**config.mk**
```make
export PLATFORM = sky130hd
export DESIGN_NAME = agp_ram
export DESIGN_NICKNAME = d
export VERILOG_FILES = /design/src/hdl/assert_macros.svh /design/src/hdl/agp_ram.sv
export SDC_FILE = /design/constraint.sdc
export NUM_CORES = 1
export LEC_CHECK = 0
export ABC_AREA = 1
export BUFFER_PORTS_ARGS = -buffer_cell sky130_fd_sc_hd__buf_2
export CAP_MARGIN = 30
export CORE_MARGIN = 5
export CORE_UTILIZATION = 61
export CTS_CLUSTER_SIZE = 12
export DETAILED_ROUTE_END_ITERATION = 10
export GPL_ROUTABILITY_DRIVEN = 0
export HOLD_SLACK_MARGIN = 0.12
export PLACE_DENSITY_LB_ADDON = 0.05
export REMOVE_ABC_BUFFERS = 1
export SYNTH_ARGS = -nofsm -noshare
export SYNTH_HDL_FRONTEND = slang
export SYNTH_SLANG_ARGS = --single-unit
```
**constraint.sdc**
```tcl
create_clock -name clk_i -period 1.7 [get_ports clk_i]
set_input_delay 0.34 -clock clk_i [delete_from_list [all_inputs] [get_ports clk_i]]
set_output_delay 0.34 -clock clk_i [all_outputs]
set_load 0.01 [all_outputs]
```
**src/hdl/assert_macros.svh**
```systemverilog
// ----------------------------------------------------------------------------
// Assertion macros
// Clocked, reset-qualified property checks shared by the RTL.
// ----------------------------------------------------------------------------
`ifndef ASSERT_MACROS_SVH
`define ASSERT_MACROS_SVH

// same-cycle implication
`define AGS_ASSERT(lbl, ante, cons, msg) \
  lbl: assert property (@(posedge clk_i) disable iff (!rst_ni) (ante) |-> (cons)) \
    else $error(msg);

// next-cycle implication
`define AGS_ASSERT_NEXT(lbl, ante, cons, msg) \
  lbl: assert property (@(posedge clk_i) disable iff (!rst_ni) (ante) |=> (cons)) \
    else $error(msg);

`endif

```
**src/hdl/agp_ram.sv**
```systemverilog
// ----------------------------------------------------------------------------
// agp_ram
// Simple dual-port RAM: one write port, one read port, registered read data.
// ----------------------------------------------------------------------------
module agp_ram #(
  parameter int DEPTH = 16,
  parameter int WIDTH = 8,
  parameter int AW    = $clog2(DEPTH)
) (
  input  logic             clk_i,
  input  logic             we_i,
  input  logic [AW-1:0]    waddr_i,
  input  logic [WIDTH-1:0] wdata_i,
  input  logic [AW-1:0]    raddr_i,
  output logic [WIDTH-1:0] rdata_o
);

  logic [WIDTH-1:0] mem_q [DEPTH];
  logic [WIDTH-1:0] rdata_q;

  always_ff @(posedge clk_i) begin
    if (we_i) begin
      mem_q[waddr_i] <= wdata_i;
    end
    rdata_q <= mem_q[raddr_i];
  end

  assign rdata_o = rdata_q;

endmodule

```
=== After elaboration in Yosys (flattened, before gate mapping) ===
Memory sizes are Yosys's and may differ from the RTL's. A register that Yosys moved wholly into a read port is not among the register bits.
Index checks and enable logic that the tools add are counted.

* Logic and storage cells: 3
* Register bits after elaboration: 0
* Input port bits: 18
* Memories kept: 1
* Output and inout bits: 8
* Memory bits (writable): 128

{| class="wikitable"
|+ Memories
! memory !! depth !! bits a word !! read ports !! clocked after Yosys merged registers in !! wr ports !! line !! RTL
|-
| mem_q || 16 || 8 || 1 || 1 || 1 || agp_ram.sv:18 || <nowiki>logic [WIDTH-1:0] mem_q [DEPTH];</nowiki>
|}

* Multiplexer cells: 2

{| class="wikitable"
|+ Operators by type and width
! kind !! count
|-
| 1-bit two-way mux || 2
|}

=== Longest topological paths before layout ===
Gate-level depths: netlist of run 1.

* Depth after elaboration: 2
* Gate-level depth with buffers: 8
* Depth with buffers taken out: 7

=== Worst setup path after synthesis of run 1 ===
No wires, ideal clock.

* Path kind: input to register
* Start point: in waddr_i[2]
* End point: mem mem_q[10][0] (enable)
* Setup time: 370 ps
* Stages: 2
* Arrival: 921 ps
* Path buffers: 0
* Data required time: 1330 ps
* Setup slack: 409 ps
* Cell sequence: nand3b_1 > nor2_1

{| class="wikitable"
|+ RTL lines
! item !! line !! RTL
|-
| start: declaration || agp_ram.sv:12 || <nowiki>input logic [AW-1:0] waddr_i,</nowiki>
|-
| end: declaration || agp_ram.sv:18 ||
|}

Straight into the memory's write port.

=== Worst setup path after layout of run 1 ===
* Start point: reg rdata_q[5], in the netlist rdata_o[5] (read register of mem_q)
* End point: out rdata_o[5]

{| class="wikitable"
|+ RTL lines
! item !! line !! RTL
|-
| start: declaration || agp_ram.sv:19 || <nowiki>logic [WIDTH-1:0] rdata_q;</nowiki>
|-
| end: declaration || agp_ram.sv:15 || <nowiki>output logic [WIDTH-1:0] rdata_o</nowiki>
|}

No word-level cell between the ends.

==> impl_metrics.tcl, run 1 <==
set metrics [dict create \
    tightest_slew_ns 0.3722 \
    clk_pin_slew_ns 0.06 \
    drc_errors 0 \
    crit_type "register to primary output" \
    layout_min_cycle_time_ns 1.354 \
    leakagePower_nw 2.955 \
    rows 35 \
    ant_nets 0 \
    via_count 3903 \
    endpoint_kind "primary output" \
    syn_inst 551 \
    design.core.area_um2 9240 \
    cellPowerDensity_nw_per_um2 1159 \
    final_util 0.7263 \
    skew_ns 0.009605 \
    path_depth 1 \
    critPathSlowestCell "dfxtp_1" \
    hold_viol 0 \
    swShare 0.2144 \
    crit_buf_inv 1 \
    cts.sinks 136 \
    nNetsFinal 619 \
    critPathMaxFanout 1 \
    fmax_mhz 738.6 \
    p_sw_mw 1.668 \
    clk_latency_ns 0.52 \
    grt_pass1_vias 3880 \
    register_area_um2 4004 \
    setup_viol 0 \
    setup_tns_ns 0 \
    postCtsSetupBuffers 0 \
    fillers 677 \
    cp_data_arrival_time_ns 1.01 \
    vias_per_cell 5.253 \
    layout-drive-gt1-share 0.1368 \
    reg2reg_depth 6 \
    clockBufferDepth 2 \
    start_util 0.6241 \
    numPortBuffers 25 \
    min_path_cells 3 \
    required_ns 1.36 \
    pwr-share-seq 0.485 \
    power.total_mw 7.777 \
    wire_per_inst_um 17.17 \
    start_kind "register" \
    cts_tree "done" \
    fin_crit_sh 0.7964 \
    combPwrFrac 0.061 \
    die_area_um2 11500 \
    holdWs_ns 0.1943 \
    clock_tree.root_cell "clkbuf_8" \
    die_h_um 107.2 \
    drv_cap 0 \
    endpoint "rdata_o[5]" \
    cts.repair.resized 0 \
    power.internal_mw 6.109 \
    io_pins 26 \
    status "complete, no violations" \
    p_clk_frac 0.454 \
    grt_first_pass_wirelength_um 20270 \
    reg2reg_to "rdata_o[1]" \
    grt_max_degree 49 \
    cp_cell_sequence "buf_2" \
    synth-seq-cells 136 \
    dieWidth_um 107.2 \
    min_path_type "primary input to register" \
    syn_to_final_growth_pct 16.38 \
    hpwl_um 8201 \
    antenna_found_initial 0 \
    avgSynthCellArea_um2 10.47 \
    routed_wl_um 12750 \
    track_usage 0.2391 \
    cts_max_level 4 \
    diodes 0 \
    drt_iter0_drc 300 \
    r2r_slack_ns 0.70 \
    startpoint "rdata_o[5]" \
    cts_hold_buffers 0 \
    ys_warn_count 0 \
    synth_seq_area_share 0.6943 \
    max-vdd-ir-drop_mv 0.8109 \
    gr-total-overflow 0 \
    crit_family "flip-flops" \
    cts_buffers 17 \
    syn_area_um2 5767 \
    synth.distinct_cells 12 \
    r2r-start "mem_q[10][1]" \
    max_stage_delay_ns 0.35 \
    slew_headroom 0.7519 \
    maxSlewViolCount 0 \
    drtPass1Iterations 5 \
    rsz0062_at_grt "false" \
    multiInputGateArea_um2 1214 \
]
flip-flops by register name, summed over array words and instances (netlist names):
register,flops
mem_q,128
rdata_o,8
cells in the final DEF, fill, tap and decap left out:
cell type	netlist	routed
inv_2	2	2
buf_12	0	2
nand2_1	173	173
clkinv_4	0	2
nand3b_1	2	2
clkbuf_8	0	1
nand3_1	97	97
bufinv_16	0	3
buf_2	13	25
edfxtp_1	128	128
inv_6	0	1
buf_4	4	28
nor2_1	17	17
clkinvlp_4	0	2
inv_1	100	100
clkinv_1	0	4
dfxtp_1	8	8
clkbuf_1	0	1
clkbuf_16	0	16
clkinv_2	0	2
power groups by stage:
stage / Combinational (mW) / Clock (mW) / Sequential [mW]
floorplan: 0.202 / 0 / 3.85
global placement: 0.460 / 0 / 3.84
detailed placement: 0.472 / 0 / 3.84
CTS: 0.475 / 3.55 / 3.77
global route: 0.527 / 3.73 / 3.78
finish: 0.477 / 3.53 / 3.77
through the flow:
stage	area (um^2)	instances	setup WS, ns
floorplan	5600	527	0.3795
global placement	6137	711	0.2382
detailed placement	6137	711	0.2760
CTS	6711	743	0.3367
global route	6711	743	0.3251
finish	6711	743	0.3461
worst min-delay path by stage:
stage / startpoint / to / slack [ns]
after floorplan: wdata_i[0] / mem_q[0][0] / 0.44
after global placement: mem_q[6][4] / rdata_o[4] / 0.67
after detailed placement: mem_q[3][4] / rdata_o[4] / 0.67
after CTS: raddr_i[3] / rdata_o[0] / 0.19
after global routing: raddr_i[3] / rdata_o[3] / 0.20
final: raddr_i[3] / rdata_o[0] / 0.19
synthesized netlist by cell type, drive strengths merged:
library cell / n / area [um^2]
nand2: 173 / 649.4
edfxtp: 128 / 3844
inv: 102 / 382.9
nand3: 97 / 485.5
buf: 24 / 166.4
nor2: 17 / 63.81
dfxtp: 8 / 160.2
nand3b: 2 / 15.01
cell type report:
cell class / count / share of cell area
sequential: 136 / 0.5966
multi-input combinational: 289 / 0.1808
clock buffer: 18 / 0.06227
inverter: 102 / 0.05705
timing repair buffer: 55 / 0.05593
tap: 129 / 0.02405
clock inverter: 14 / 0.02330
logic make-up after synthesis:
logic type / share of synthesized area
AND/OR/NAND/NOR: 0.2105
flip-flops: 0.6943
buffers and inverters: 0.09525
metal layers:
layer,track usage,vias to the layer above,share of wire
li1,-,1878,-
met4,0.08128,0,0.019
met2,0.3941,150,0.50
met5,0,-,0
met3,0.06081,20,0.071
met1,0.3103,1855,0.41
Note: power is estimated with default switching activity, not from simulation.
==> run 2, diff against run 1 <==
clock period = 1.3 ns   (was 1.7 ns; I/O delays follow)
==> run 2 against run 1 <==
Against the previous run: hold slack got worse by 0.056 ns; highest routed layer unchanged; register-to-register slack got worse by 0.41 ns; critical path type unchanged; wire length rose by 2.0%; worst setup slack got worse by 0.32 ns; power rose by 28%.
==> impl_metrics.tcl, run 2 (synthesis results as in run 1) <==
set metrics [dict create \
    status "complete, no violations" \
    syn_to_final_growth_pct 17.05 \
    reg2reg_depth 6 \
    crit_type "register to primary output" \
    largest_reg_flops 128 \
    gr-usage-met1 0.3351 \
    rsz0062_at_grt "false" \
    gr-usage-met3 0.04214 \
    min_path_cells 1 \
    design.core.area_um2 9240 \
    max_stage_delay_ns 0.35 \
    required_ns 1.04 \
    start_util 0.6241 \
    routed_wl_um 13010 \
    min_path_type "primary input to register" \
    setup_viol 0 \
    io_pins 26 \
    clk_pin_slew_ns 0.06 \
    clock_tree.root_cell "clkbuf_8" \
    dpl_cell_area_um2 6205 \
    track_usage 0.2462 \
    gr-total-overflow 0 \
    layout_min_cycle_time_ns 1.273 \
    start_kind "register" \
    die_area_um2 11500 \
    wire_per_inst_um 17.42 \
    ant_nets 0 \
    die_h_um 107.2 \
    nNetsFinal 623 \
    final_cell_mix "173 x nand2_1, 128 x edfxtp_1, 100 x inv_1, 97 x nand3_1, 29 x buf_4" \
    power.total_mw 9.932 \
    drtPass1Iterations 5 \
    path_depth 1 \
    cts.sinks 136 \
    max-vdd-ir-drop_mv 1.087 \
    crit_buf_inv 1 \
    regMostFlops "mem_q" \
    grt_pass1_vias 3757 \
    grt_first_pass_wirelength_um 20710 \
    diodes 0 \
    cts_buffers 17 \
    slew_headroom 0.7470 \
    cp_data_arrival_time_ns 1.01 \
    critPathMaxFanout 1 \
    finalInstanceArea_um2 6750 \
    numPortBuffers 25 \
    fin_crit_sh 0.9789 \
    vias_per_cell 5.194 \
    tightest_slew_ns 0.3795 \
    cellPowerDensity_nw_per_um2 1471 \
    clockBufferDepth 2 \
    use_met2 0.4075 \
    skew_ns 0.007073 \
    cp_cell_sequence "buf_2" \
    critPathSlowestCell "dfxtp_1" \
    holdWs_ns 0.1387 \
    postCtsSetupBuffers 0 \
    dieWidth_um 107.2 \
    endpoint_kind "primary output" \
    drc_errors 0 \
    hpwl_um 8174 \
    clk_latency_ns 0.52 \
    crit_family "flip-flops" \
    antenna_found_initial 0 \
    busiest_layer "met2" \
    r2r_slack_ns 0.29 \
    grt_max_degree 44 \
    drv_cap 0 \
    mostFrequentLayoutCell "nand2_1" \
    drt_iter0_drc 445 \
    cts_max_level 4 \
    via_count 3880 \
    maxSlewViolCount 0 \
    cts_tree "done" \
    hold_viol 0 \
    fmax_mhz 785.8 \
    layout-drive-gt1-share 0.1505 \
    rows 35 \
    leakagePower_nw 2.964 \
]
[run 2: cell count changes in the layout (fill, tap and decap cells not counted), sizes merged]
cell	before	now
buf	55	59
clkbuf	18	17
bufinv	3	1
clkinvlp	2	5
inv	103	104
clkinv	8	7
[run 2: layout make-up]
cell class              count  area [um^2]
clock inverters            15        128.9
clock buffers              17        414.1
multi-input cells         289         1214
flip-flops and latches    136         4006
repair buffers             59        442.9
well taps                 129        161.4
inverters                 102        382.9
fillers                   642         2490
[run 2: metal layers]
metal | share of wire | routed length [um] | vias up
met2 | 0.51 | 6656 | 171
met5 | 0 | 0 | -
met4 | 0.015 | 192 | 0
li1 | - | - | 1884
met3 | 0.079 | 1025 | 20
met1 | 0.39 | 5137 | 1805
[run 2: power by group]
part / internal [mW] / total [mW] / switching (mW)
clock network: 2.53 / 4.35 / 1.82
registers: 4.90 / 4.94 / 0.0330
logic: 0.213 / 0.645 / 0.432
total: 7.64 / 9.93 / 2.29
[run 2: path summary, 6_finish.rpt]
kind / start / end
max: rdata_o[6] / rdata_o[6]
min: wdata_i[7] / mem_q[0][7]
max reg2reg: mem_q[1][6] / rdata_o[6]
min reg2reg: mem_q[11][1] / rdata_o[1]
[run 2: what timing repair did]
item | 4_1_cts | 5_1_grt
resized for setup | 2 | 0
endpoints found under the setup margin | 2 | 0
hold buffers | 0 | 0
[run 2: per-stage QoR]
step	TNS [ns]	util	setup slack (ns)	std cells
floorplan	0	-	0.05952	527
global placement	-0.03476	0.6715	-0.006090	715
detailed placement	-0.1187	0.6715	-0.01403	715
CTS	0	0.7305	0.01983	747
global route	0	0.7305	0.01133	747
finish	0	0.7305	0.02749	747
==> run 3, diff against run 2 <==
==> constraint.sdc (replaced) <==
create_clock -name clk_i -period 1.3 [get_ports clk_i]
set_input_delay 0.195 -clock clk_i [delete_from_list [all_inputs] [get_ports clk_i]]
set_output_delay 0.195 -clock clk_i [all_outputs]
set_load 0.01 [all_outputs]
==> run 3 against run 2 <==
Against the previous run: critical path depth did not move; via count increased by 0.82%; clock skew grew 0.0012 ns; power is 6.2% higher; non-clock buffer count up 8; worst setup slack improved by 0.020 ns; die area is the same; combinational power is 3.1% higher; flip-flop and latch count unchanged; largest power group is now clock; highest routed layer unchanged.
==> impl_metrics.tcl, run 3 (synthesis results as in run 1) <==
set metrics [dict create \
    critPathMaxFanout 1 \
    antenna_found_initial 0 \
    max-vdd-ir-drop_mv 1.165 \
    hold_viol 0 \
    die_area_um2 11500 \
    regMostFlops "mem_q" \
    r2r_slack_ns 0.29 \
    drt_iter0_drc 360 \
    dr_wl_met3_um 825 \
    via_count 3912 \
    hold_path.startpoint "raddr_i[2]" \
    rsz0062_at_grt "false" \
    leakagePower_nw 3.050 \
    final_cell_mix "173 x nand2_1, 128 x edfxtp_1, 100 x inv_1, 97 x nand3_1, 27 x buf_4" \
    clockBufferDepth 2 \
    wl_met1_um 5256 \
    slew_headroom 0.7579 \
    whs_endpoint "rdata_o[4]" \
    clock_tree.root_cell "clkbuf_8" \
    start_util 0.6241 \
    final_cells 755 \
    cellPowerDensity_nw_per_um2 1526 \
    routed-wl-met2_um 6618 \
    cts.repair.resized 0 \
    status "complete, no violations" \
    die_h_um 107.2 \
    cp_cell_sequence "buf_2" \
    skew_ns 0.008273 \
    clk_latency_ns 0.52 \
    mostFrequentLayoutCell "nand2_1" \
    setup_tns_ns 0 \
    layout-drive-gt1-share 0.1470 \
    syn_to_final_growth_pct 19.85 \
    crit_type "register to primary output" \
    dieWidth_um 107.2 \
    min_path_type "primary input to register" \
    gr-total-overflow 0 \
    reg2reg_depth 6 \
    cts.sinks 136 \
    r2r-start "mem_q[1][7]" \
    critPathSlowestCell "dfxtp_1" \
    grt_first_pass_wirelength_um 21050 \
    required_ns 1.11 \
    largest_reg_flops 128 \
    top_layer "met4" \
    rows 35 \
    fin_crit_sh 0.9632 \
    grt_pass1_vias 4049 \
    ant_nets 0 \
    setup_viol 0 \
    start_kind "register" \
    cts_hold_buffers 9 \
    endpoint_kind "primary output" \
    grt_max_degree 37 \
    wire_per_inst_um 17.15 \
    drtPass1Iterations 6 \
    cts_tree "done" \
    diodes 0 \
    io_pins 26 \
    track_usage 0.2477 \
    cp_data_arrival_time_ns 1.06 \
    drv_cap 0 \
    crit_buf_inv 1 \
    hpwl_um 8088 \
    numPortBuffers 25 \
    fmax_mhz 798.7 \
    cts_buffers 17 \
    nNetsFinal 631 \
    layout_min_cycle_time_ns 1.252 \
    max_stage_delay_ns 0.38 \
    min_path_cells 5 \
    postCtsSetupBuffers 0 \
    crit_family "flip-flops" \
    cts_max_level 4 \
    design.core.area_um2 9240 \
    reg2reg_to "rdata_o[7]" \
    tightest_slew_ns 0.3632 \
    maxSlewViolCount 0 \
    drc_errors 0 \
    dp_cells 714 \
    clk_pin_slew_ns 0.06 \
    vias_per_cell 5.181 \
    routed_wl_um 12950 \
]
[run 3: changes by cell type in the layout (fill, tap and decap cells not counted), sizes merged]
cell         before  now
dlygate4sd3       0    9
clkinvlp          5    1
bufinv            1    3
clkbuf           17   18
inv             104  109
buf              59   58
clkinv            7    3
[run 3: cell type report]
type	count	area (um^2)
Inverter	102	382.9
Clock buffer	18	427.9
Fill cell	626	2328
Timing Repair Buffer	67	538.0
Sequential cell	136	4004
Tap cell	129	161.4
Clock inverter	14	183.9
Multi-Input combinational cell	289	1214
[run 3: report_power, final]
group          internal [mW]  leakage [nW]  switching [mW]
registers               4.90          1.22          0.0326
logic                  0.233          1.53           0.432
clock network           3.03         0.299            1.92
total                   8.16          3.05            2.38
[run 3: worst max path at each step]
stage | start | endpoint | slack, ns | depth (start not counted)
2_1_floorplan | raddr_i[0] | rdata_o[2] | 0.12 | 6
3_3_place_gp | waddr_i[0] | mem_q[0][3] | 0.07 | 5
3_5_place_dp | waddr_i[2] | mem_q[11][4] | 0.03 | 4
4_1_cts | rdata_o[2] | rdata_o[2] | 0.04 | 1
5_1_grt | rdata_o[2] | rdata_o[2] | 0.02 | 1
6_report | rdata_o[2] | rdata_o[2] | 0.05 | 1
[run 3: metal layers]
metal  vias to the layer above  GRT usage
met3                        26    0.04576
met4                         0    0.09041
met2                       137     0.4249
met1                      1851     0.3152
li1                       1898          -
met5                         -          0
[run 3: metrics by stage]
step / util / total power [mW] / instance area [um^2] / hold slack, ns / setup slack (ns)
2_1_floorplan: - / 5.295 / 5600 / 0.2939 / 0.1245
3_3_place_gp: 0.6720 / 5.644 / 6210 / 0.5758 / 0.06925
3_5_place_dp: 0.6720 / 5.657 / 6210 / 0.5802 / 0.03186
4_1_cts: 0.7480 / 10.57 / 6912 / 0.1706 / 0.04371
5_1_grt: 0.7480 / 10.88 / 6912 / 0.1861 / 0.02270
6_report: 0.7480 / 10.54 / 6912 / 0.1844 / 0.04789
