--- config.mk ---
export PLATFORM = sky130hd
export DESIGN_NAME = agp_inv
export DESIGN_NICKNAME = d
export VERILOG_FILES = /design/src/hdl/assert_macros.svh /design/src/hdl/agp_pkg.sv /design/src/hdl/agp_inv.sv
export SDC_FILE = /design/constraint.sdc
export NUM_CORES = 2
export LEC_CHECK = 0
export BUFFER_PORTS_ARGS = -buffer_cell sky130_fd_sc_hd__buf_2
export CORE_ASPECT_RATIO = 1.25
export CORE_MARGIN = 2
export CORE_UTILIZATION = 35
export DETAILED_ROUTE_END_ITERATION = 16
export GPL_ROUTABILITY_DRIVEN = 0
export HOLD_SLACK_MARGIN = 0.1
export PLACE_DENSITY_LB_ADDON = 0.3
export SETUP_SLACK_MARGIN = 0.5
export SLEW_MARGIN = 25
export SYNTH_ARGS = -nofsm -noshare
export SYNTH_HDL_FRONTEND = slang
export SYNTH_SLANG_ARGS = --single-unit
--- constraint.sdc ---
create_clock -name clk_i -period 10.5 [get_ports clk_i]
set_input_delay 1.575 -clock clk_i [delete_from_list [all_inputs] [get_ports clk_i]]
set_output_delay 1.575 -clock clk_i [all_outputs]
set_load 0.02 [all_outputs]
--- src/hdl/assert_macros.svh ---
// ----------------------------------------------------------------------------
// Assertion macros
// Clocked, reset-qualified property checks shared by the RTL.
// ----------------------------------------------------------------------------
`ifndef ASSERT_MACROS_SVH
`define ASSERT_MACROS_SVH

// same-cycle implication
`define AGS_ASSERT(lbl, ante, cons, msg) \
  lbl: assert property (@(posedge clk_i) disable iff (!rst_ni) (ante) |-> (cons)) \
    else $error(msg);

// next-cycle implication
`define AGS_ASSERT_NEXT(lbl, ante, cons, msg) \
  lbl: assert property (@(posedge clk_i) disable iff (!rst_ni) (ante) |=> (cons)) \
    else $error(msg);

`endif

--- src/hdl/agp_pkg.sv ---
// ----------------------------------------------------------------------------
// agp_pkg
// Shared constants, codes and types of the affine glyph sampler.
// ----------------------------------------------------------------------------
package agp_pkg;

  localparam int MAX_TEXT     = 16;
  localparam int FONT_BYTES   = 768;
  localparam int FRAME_WIDTH  = 1024;
  localparam int FRAME_HEIGHT = 1024;

  localparam int TEXT_AW  = $clog2(MAX_TEXT);
  localparam int FONT_AW  = $clog2(FONT_BYTES);
  localparam int FRAME_XW = $clog2(FRAME_WIDTH);
  localparam int FRAME_YW = $clog2(FRAME_HEIGHT);
  localparam int LEN_W    = $clog2(MAX_TEXT + 1);

  localparam int GLYPH_SIZE = 8;
  localparam int GLYPH_BITS = $clog2(GLYPH_SIZE);
  localparam int CHAR_FIRST = 32;
  localparam int CHAR_LAST  = 127;

  localparam int CFG_AW = 3;
  localparam int CFG_DW = 20;

  localparam logic [1:0] CMD_LOAD_FONT = 2'd0;
  localparam logic [1:0] CMD_LOAD_TEXT = 2'd1;
  localparam logic [1:0] CMD_LATCH     = 2'd2;
  localparam logic [1:0] CMD_SAMPLE    = 2'd3;

  localparam logic [CFG_AW-1:0] REG_COEF_A  = 3'd0;
  localparam logic [CFG_AW-1:0] REG_COEF_B  = 3'd1;
  localparam logic [CFG_AW-1:0] REG_COEF_C  = 3'd2;
  localparam logic [CFG_AW-1:0] REG_COEF_D  = 3'd3;
  localparam logic [CFG_AW-1:0] REG_SHIFT_X = 3'd4;
  localparam logic [CFG_AW-1:0] REG_SHIFT_Y = 3'd5;
  localparam logic [CFG_AW-1:0] REG_TEXT_LEN = 3'd6;
  localparam logic [CFG_AW-1:0] REG_COLOR   = 3'd7;

  typedef struct packed {
    logic signed [15:0] a;
    logic signed [15:0] b;
    logic signed [15:0] c;
    logic signed [15:0] d;
    logic signed [19:0] tx;
    logic signed [19:0] ty;
  } coef_t;

  typedef struct packed {
    logic signed [31:0] ia;
    logic signed [31:0] ib;
    logic signed [31:0] ic;
    logic signed [31:0] id;
    logic signed [39:0] itx;
    logic signed [39:0] ity;
    logic               singular;
  } inv_t;

endpackage

--- src/hdl/agp_inv.sv ---
// ----------------------------------------------------------------------------
// agp_inv
// Inverts the forward affine matrix: one shared multiplier builds the
// determinant and offset numerators, one radix-2 divider forms six quotients.
// ----------------------------------------------------------------------------
module agp_inv (
  input  logic           clk_i,
  input  logic           rst_ni,
  input  logic           start_i,
  input  agp_pkg::coef_t coef_i,
  output logic           busy_o,
  output logic           done_o,
  output agp_pkg::inv_t  inv_o
);

  localparam logic [2:0] IV_IDLE = 3'd0;
  localparam logic [2:0] IV_MUL  = 3'd1;
  localparam logic [2:0] IV_CHK  = 3'd2;
  localparam logic [2:0] IV_LOAD = 3'd3;
  localparam logic [2:0] IV_DIV  = 3'd4;
  localparam logic [2:0] IV_WB   = 3'd5;

  localparam int NUM_W = 53;
  localparam int DEN_W = 33;
  localparam int CNT_W = $clog2(NUM_W);
  localparam int N_PROD = 6;
  localparam int LAST_JOB = 5;

  logic [2:0]              state_q;
  logic [2:0]              step_q;
  logic [2:0]              job_q;
  logic [CNT_W-1:0]        cnt_q;
  logic signed [35:0]      prod_q;
  logic signed [32:0]      det_q;
  logic signed [36:0]      nx_q;
  logic signed [36:0]      ny_q;
  logic [NUM_W-1:0]        num_q;
  logic [DEN_W-1:0]        den_q;
  logic [DEN_W-1:0]        rem_q;
  logic                    neg_q;
  agp_pkg::inv_t           inv_q;

  logic signed [15:0]      ma;
  logic signed [19:0]      mb;
  logic signed [35:0]      prod;
  logic signed [53:0]      num_s;
  logic [NUM_W-1:0]        num_mag;
  logic [DEN_W-1:0]        den_mag;
  logic [DEN_W:0]          rem_sh;
  logic                    ge;
  logic signed [NUM_W:0]   q_s;
  logic [31:0]             q_sat32;
  logic [39:0]             q_sat40;

  // operand pairs: a*d, b*c, c*ty, d*tx, b*tx, a*ty
  always_comb begin
    case (step_q)
      3'd0: begin ma = coef_i.a; mb = 20'(coef_i.d);  end
      3'd1: begin ma = coef_i.b; mb = 20'(coef_i.c);  end
      3'd2: begin ma = coef_i.c; mb = coef_i.ty;      end
      3'd3: begin ma = coef_i.d; mb = coef_i.tx;      end
      3'd4: begin ma = coef_i.b; mb = coef_i.tx;      end
      3'd5: begin ma = coef_i.a; mb = coef_i.ty;      end
      default: begin ma = '0; mb = '0; end
    endcase
    prod = 36'(ma) * 36'(mb);
  end

  always_comb begin
    case (job_q)
      3'd0:    num_s = 54'(coef_i.d) <<< 24;
      3'd1:    num_s = -(54'(coef_i.b) <<< 24);
      3'd2:    num_s = -(54'(coef_i.c) <<< 24);
      3'd3:    num_s = 54'(coef_i.a) <<< 24;
      3'd4:    num_s = 54'(nx_q) <<< 16;
      default: num_s = 54'(ny_q) <<< 16;
    endcase
    num_mag = num_s[53] ? NUM_W'(-num_s) : NUM_W'(num_s);
    den_mag = det_q[32] ? DEN_W'(-det_q) : DEN_W'(det_q);
  end

  assign rem_sh = {rem_q, num_q[NUM_W-1]};
  assign ge     = rem_sh >= {1'b0, den_q};

  always_comb begin
    q_s = neg_q ? -$signed({1'b0, num_q}) : $signed({1'b0, num_q});
    if (q_s[NUM_W:31] == {(NUM_W - 30){q_s[NUM_W]}}) begin
      q_sat32 = q_s[31:0];
    end else begin
      q_sat32 = q_s[NUM_W] ? {1'b1, 31'b0} : {1'b0, {31{1'b1}}};
    end
    if (q_s[NUM_W:39] == {(NUM_W - 38){q_s[NUM_W]}}) begin
      q_sat40 = q_s[39:0];
    end else begin
      q_sat40 = q_s[NUM_W] ? {1'b1, 39'b0} : {1'b0, {39{1'b1}}};
    end
  end

  always_ff @(posedge clk_i or negedge rst_ni) begin
    if (!rst_ni) begin
      state_q      <= IV_IDLE;
      step_q       <= '0;
      job_q        <= '0;
      cnt_q        <= '0;
      inv_q        <= '{32'sd65536, 32'sd0, 32'sd0, 32'sd65536, 40'sd0, 40'sd0, 1'b0};
    end else begin
      case (state_q)
        IV_IDLE: begin
          if (start_i) begin
            state_q <= IV_MUL;
            step_q  <= '0;
          end
        end
        IV_MUL: begin
          step_q <= step_q + 3'd1;
          if (32'(step_q) == N_PROD) begin
            state_q <= IV_CHK;
          end
        end
        IV_CHK: begin
          if (det_q == '0) begin
            inv_q   <= '{32'sd0, 32'sd0, 32'sd0, 32'sd0, 40'sd0, 40'sd0, 1'b1};
            state_q <= IV_IDLE;
          end else begin
            inv_q.singular <= 1'b0;
            job_q          <= '0;
            state_q        <= IV_LOAD;
          end
        end
        IV_LOAD: begin
          cnt_q   <= '0;
          state_q <= IV_DIV;
        end
        IV_DIV: begin
          cnt_q <= cnt_q + CNT_W'(1);
          if (32'(cnt_q) == NUM_W - 1) begin
            state_q <= IV_WB;
          end
        end
        IV_WB: begin
          case (job_q)
            3'd0:    inv_q.ia  <= q_sat32;
            3'd1:    inv_q.ib  <= q_sat32;
            3'd2:    inv_q.ic  <= q_sat32;
            3'd3:    inv_q.id  <= q_sat32;
            3'd4:    inv_q.itx <= q_sat40;
            default: inv_q.ity <= q_sat40;
          endcase
          job_q   <= job_q + 3'd1;
          state_q <= (32'(job_q) == LAST_JOB) ? IV_IDLE : IV_LOAD;
        end
        default: state_q <= IV_IDLE;
      endcase
    end
  end

  // datapath registers, no reset
  always_ff @(posedge clk_i) begin
    if (state_q == IV_MUL) begin
      prod_q <= prod;
      // fold the product of the previous step
      case (step_q)
        3'd1: det_q <= 33'(prod_q);
        3'd2: det_q <= det_q - 33'(prod_q);
        3'd3: nx_q  <= 37'(prod_q);
        3'd4: nx_q  <= nx_q - 37'(prod_q);
        3'd5: ny_q  <= 37'(prod_q);
        3'd6: ny_q  <= ny_q - 37'(prod_q);
        default: ;
      endcase
    end
    if (state_q == IV_LOAD) begin
      num_q <= num_mag;
      den_q <= den_mag;
      rem_q <= '0;
      neg_q <= num_s[53] ^ det_q[32];
    end
    if (state_q == IV_DIV) begin
      rem_q <= ge ? DEN_W'(rem_sh - {1'b0, den_q}) : DEN_W'(rem_sh);
      num_q <= {num_q[NUM_W-2:0], ge};
    end
  end

  assign busy_o = (state_q != IV_IDLE);
  assign done_o = ((state_q == IV_CHK) && (det_q == '0)) ||
                  ((state_q == IV_WB) && (32'(job_q) == LAST_JOB));
  assign inv_o  = inv_q;

endmodule

* Word-level counts from Yosys, hierarchy flattened
Cells that the tools add are included.
** Storage, ports and cells
- Flip-flop bits (word level) :: 487
- Bits of input ports :: 107
- Output and inout port bits :: 211
** Operators by class
- Add/subtract/negate cells :: 12
- Multiply operators :: 1
- Magnitude comparators :: 1
- Eq/ne operators :: 30
- Muxes and demuxes :: 38
- Bitwise operators :: 1
- Reductions and logical operators :: 31
** Operator list (number)
- 208-bit case mux with 2 select lines :: 1
- 54-bit case mux with 5 select lines :: 1
- 32-bit 2-to-1 mux :: 7
- 208-bit 2-to-1 mux :: 1
- 40-bit 2-to-1 mux :: 4
- 53-bit 2-to-1 mux :: 3
- 37-bit case mux with 2 select lines :: 2
- 40-bit negator with 54-bit output :: 2
- 33-bit 2-to-1 mux :: 3
- 20-bit case mux with 4 select lines :: 1
- 37-bit by 36-bit subtractor with 37-bit output :: 2
- 33-bit case mux with 2 select lines :: 1
- 33-bit subtractor :: 2
- 16-bit case mux with 4 select lines :: 1
- 54-bit 2-to-1 mux :: 1
- 53-bit negator with 54-bit output :: 1
- 53-bit negator :: 1
- 16-bit by 20-bit multiplier with 36-bit output :: 1
- 34-bit by 33-bit greater-or-equal comparator with 1-bit output :: 1
- 33-bit logical NOT :: 1
- 33-bit negator :: 1
- 22-bit == test :: 1
- 3-bit == test (second input constant) :: 7
- 3-bit AND reduction :: 7
- other kinds (23) :: 61

* Logic depth before layout (Yosys ltp)
- Word-level depth :: 6
- Mapped depth :: 35

* Least setup slack after synthesis
OpenSTA, ideal clock, no wires.
- Kind :: input port to flip-flop
- From :: input port coef_i[58] in the netlist's numbering
- To :: register prod_q[34], data pin
- Data arrival time :: 8.421 ns
- Path slack :: 1.817 ns
- Stages on the path :: 27
- Path buffers :: 3
- Cells stage by stage :: clkbuf_1 -> a222oi_1 -> and2_1 -> clkbuf_1 -> clkbuf_1 -> nor2_1 -> fa_1 -> inv_1 -> fa_1 -> inv_1 -> fa_1 -> fa_1 -> fa_1 -> inv_1 -> fa_1 -> inv_1 -> ha_1 -> o21a_1 -> o21ai_0 -> a2111oi_0 -> o21ai_0 -> a31oi_1 -> o31a_1 -> o41a_1 -> a211o_1 -> a311oi_1 -> xnor2_1
** Between the ends
- Longest elaborated chain between the ends :: 2
- Elaborated cells on any way between the ends :: 3
- Those cells by class :: 1 x mul; 2 x mux
** RTL lines
- start: declaration :: RTL line agp_inv.sv:10 : input agp_pkg::coef_t coef_i,
- 16-bit case mux with 4 select lines / 20-bit case mux with 4 select lines (equally long branches) :: RTL line agp_inv.sv:57 : case (step_q)
- 16-bit by 20-bit multiplier with 36-bit output (*) :: RTL line agp_inv.sv:66 : prod = 36'(ma) * 36'(mb);
- named net prod[34] :: RTL line agp_inv.sv:45 : logic signed [35:0] prod;
- end signal: assignment :: RTL line agp_inv.sv:160 : prod_q <= prod;
- end: declaration :: RTL line agp_inv.sv:33 : logic signed [35:0] prod_q;
Mark *: on every way through the listed nets, which the timed path passes. The rest lies on a longest branch.
A chain may end at the register's enable or synchronous reset.

* Final worst setup path
- From :: register step_q[2]
- To :: register prod_q[34], data pin
** Between the ends
- Longest elaborated chain between the ends :: 4
- Elaborated cells on any way between the ends :: 13
- Those cells by class :: 1 x mul; 5 x eq/ne; 2 x mux; 5 x reduce/logical
** RTL lines
- start: declaration :: RTL line agp_inv.sv:30 : logic [2:0] step_q;
- start signal: assignment :: RTL line agp_inv.sv:115 : step_q <= step_q + 3'd1;
- 3-bit == test, or another cell as far along :: RTL line agp_inv.sv:57
- 2-bit OR reduction (no line)
- 16-bit case mux with 4 select lines / 20-bit case mux with 4 select lines (equally long branches) :: RTL line agp_inv.sv:57
- 16-bit by 20-bit multiplier with 36-bit output (*) :: RTL line agp_inv.sv:66
- named net prod[34] :: RTL line agp_inv.sv:45
Marked as above.

==> results.ini <==
[routing]
avgViaCountPerCell = 5.545
wl_per_cell_um = 21.95
ant_nets = 0
totalWireLength_mm = 140.8
drc_errors = 0
drt_iter0_drc = 3605
firstDrtPassIters = 7
vias = 35580

[critical_path]
arrival_ns = 9.94
cp.required_ns = 10.90
crit_type = register to register
end_kind = register
worstPathMaxFanout = 16
start_kind = register

[finish]
fill_cells = 12170
layout_common_cells = inv_1 (530), nand2_1 (465), nor2_1 (410), fa_1 (322), buf_2 (316)
multi_input_area_sq_mm = 0.02617
nets = 5463
layout-drive-gt1-share_pct = 11.63
regArea_sq_mm = 0.01351
final_common_cell = inv_1
syn_to_final_growth_pct = 11.94

[floorplan]
die-area_sq_mm = 0.1240
ios = 318
row_count = 142
initial_core_util_pct = 35.33
dieWidth_um = 315.4
die_y_um = 393.3
core-area_sq_mm = 0.1201

[run]
max_cap_viol_count = 0

[global_routing]
grt-ovfl-total = 0
grt_pass1_wl_mm = 212.7
grt_max_degree = 83
grt_use_total_pct = 22.23
antenna_found_initial = 3
grt_pass1_vias = 34930

[place]
dp_hpwl_mm = 109.9
portBuffers = 317

[yosys]
synth.net_count = 5250
synthTopCellsByArea = edfxtp_1 (19%), fa_1 (15%), dfrtp_1 (13%)
syn_area_sq_mm = 0.04243
yosysWarnings = 0
avgSynthCellArea_sq_um = 9.272
ys_seq_area_share_pct = 31.83
yosysTopAreaCell = edfxtp_1
netlist_instances = 4576
synth_flop_cell = edfxtp_1
async_reset_ff_share_pct = 46.00
synth_edf_count = 263
ys_ff_latch = 487
yosysUniqueCellTypes = 89
yosys.area.top_type_share_pct = 18.61

[min_path]
min-delay-path-class = register to register

[cts]
cts_tree = done
htreeDepth = 2
clk_latency_ns = 0.66
clk_pin_slew_ns = 0.07
clock_sinks = 487
root_buffer = clkbuf_16
postCtsSetupRepairBufs = 0
numCtsBuffers = 50
clockBufferDepth = 3

[timing]
fin_crit_ns = 9.544
finalCritPeriodShare_pct = 90.90
fin_worst_skew_ns = 0.05243
fmax_mhz = 104.8
finalSetupViolations = 0
rsz0062_at_grt = false
slew_violations = 0
max_slew.worst_pin.slew_ns = 1.132
relSlewSlack_pct = 24.02
hold_viol = 0
tns_ns = 0

[status]
status = completed

routing by layer:
metal  part of all wire [%]  vias to the layer above  global-route usage, %
met5                  0.070                        -                 0.4785
met4                    4.5                        4                  8.927
met3                    7.7                      305                  3.656
met2                     48                     1526                  38.51
met1                     39                    17370                  27.41
li1                       -                    16380                      -
Yosys cell counts (16+ instances only):
cell type / number
nor2_1: 411
nor4_1: 23
nand2_1: 470
buf_2: 17
a211oi_1: 22
a221oi_1: 18
nand4_1: 22
a21o_1: 70
a31oi_1: 23
a221o_1: 134
a222oi_1: 30
or3_1: 40
and3_1: 46
mux2_2: 16
edfxtp_1: 263
fa_1: 322
o41ai_1: 16
o211ai_1: 16
o21ai_0: 272
xnor2_1: 173
clkbuf_1: 180
a21oi_1: 319
o21bai_1: 23
o21a_1: 34
nor3_1: 51
nand2b_1: 48
nor2b_1: 33
and2_1: 38
inv_1: 531
nand3_1: 46
or2_2: 26
dfrtp_1: 222
ha_1: 245
o31ai_1: 52
xor2_1: 86
or4_1: 26
flip-flops by register name, summed over array words and instances (netlist names):
signal and cells:
cnt_q 6, den_q 33, det_q 33, inv_o 209
job_q 3, neg_q 1, num_q 53, nx_q 37
ny_q 37, prod_q 36, rem_q 33, state_q 3
step_q 3
through the flow:
| step | setup slack (ns) | hold slack (ns) | utilization [%] | area (sq um) | instances |
|---|---|---|---|---|---|
| CTS | 0.9243 | 0.4634 | 39.52 | 47470 | 6414 |
| global route | 0.5301 | 0.4864 | 39.55 | 47500 | 6416 |
| floorplan | 1.817 | 0.4264 | - | 42430 | 4576 |
| global placement | 1.085 | 0.4516 | 38.04 | 45690 | 6317 |
| finish | 0.9557 | 0.4634 | 39.55 | 47500 | 6416 |
| detailed placement | 0.9127 | 0.4462 | 38.11 | 45770 | 6320 |
cell type report:
cell class	instances	share of cell area, %
Tap cell	1584	4.173
Timing Repair Buffer	381	4.507
Clock inverter	30	0.6796
Antenna cell	1	0.005269
Multi-Input combinational cell	3337	55.09
Inverter	532	4.204
Sequential cell	487	28.43
Clock buffer	64	2.906
worst max-delay path, cell delays in order, from the launching register on:
cell and delay (ns):
dfrtp_1 0.59, inv_1 0.17, nand2_1 0.25, nand2_1 0.54
a222oi_1 0.53, and2_1 0.66, nor2_1 0.14, fa_1 0.50
inv_1 0.05, fa_1 0.47, inv_1 0.06, fa_1 0.52
fa_1 0.44, fa_1 0.54, inv_1 0.05, fa_1 0.53
inv_1 0.05, ha_1 0.33, o21a_1 0.20, o21ai_0 0.34
a2111oi_0 0.15, o21ai_0 0.45, a31oi_1 0.25, o31a_1 0.36
o41a_1 0.39, a211o_1 0.31, a311oi_1 0.31, xnor2_1 0.09
cell families after synthesis:
family	count (synthesis)	share of synthesized area, %
xor+xnor	259	5.346
buf+inv	752	6.897
simple gates	1332	14.59
flops	487	31.83
fa+ha+maj	567	22.42
compound gates	1152	18.23
mux	27	0.6841
repair_timing:
action	4_1_cts	5_1_grt
hold buffers	0	0
endpoints found under the setup margin	0	1
resized for setup	0	2
worst paths after layout:
path	start	endpoint	slack (ns)	cells after the start
setup reg to reg	step_q[2]	prod_q[34]	0.96	27
hold reg to reg	det_q[0]	den_q[0]	0.46	0
setup / recovery	step_q[2]	prod_q[34]	0.96	27
min in group asynchronous	rst_ni	inv_o[87]	0.89	1
hold / removal	det_q[0]	den_q[0]	0.46	0
max in group asynchronous	rst_ni	inv_o[0]	8.29	2
Power is not shown: default switching activity piles up to over one toggle a cycle in this logic, so the estimate is an artifact.
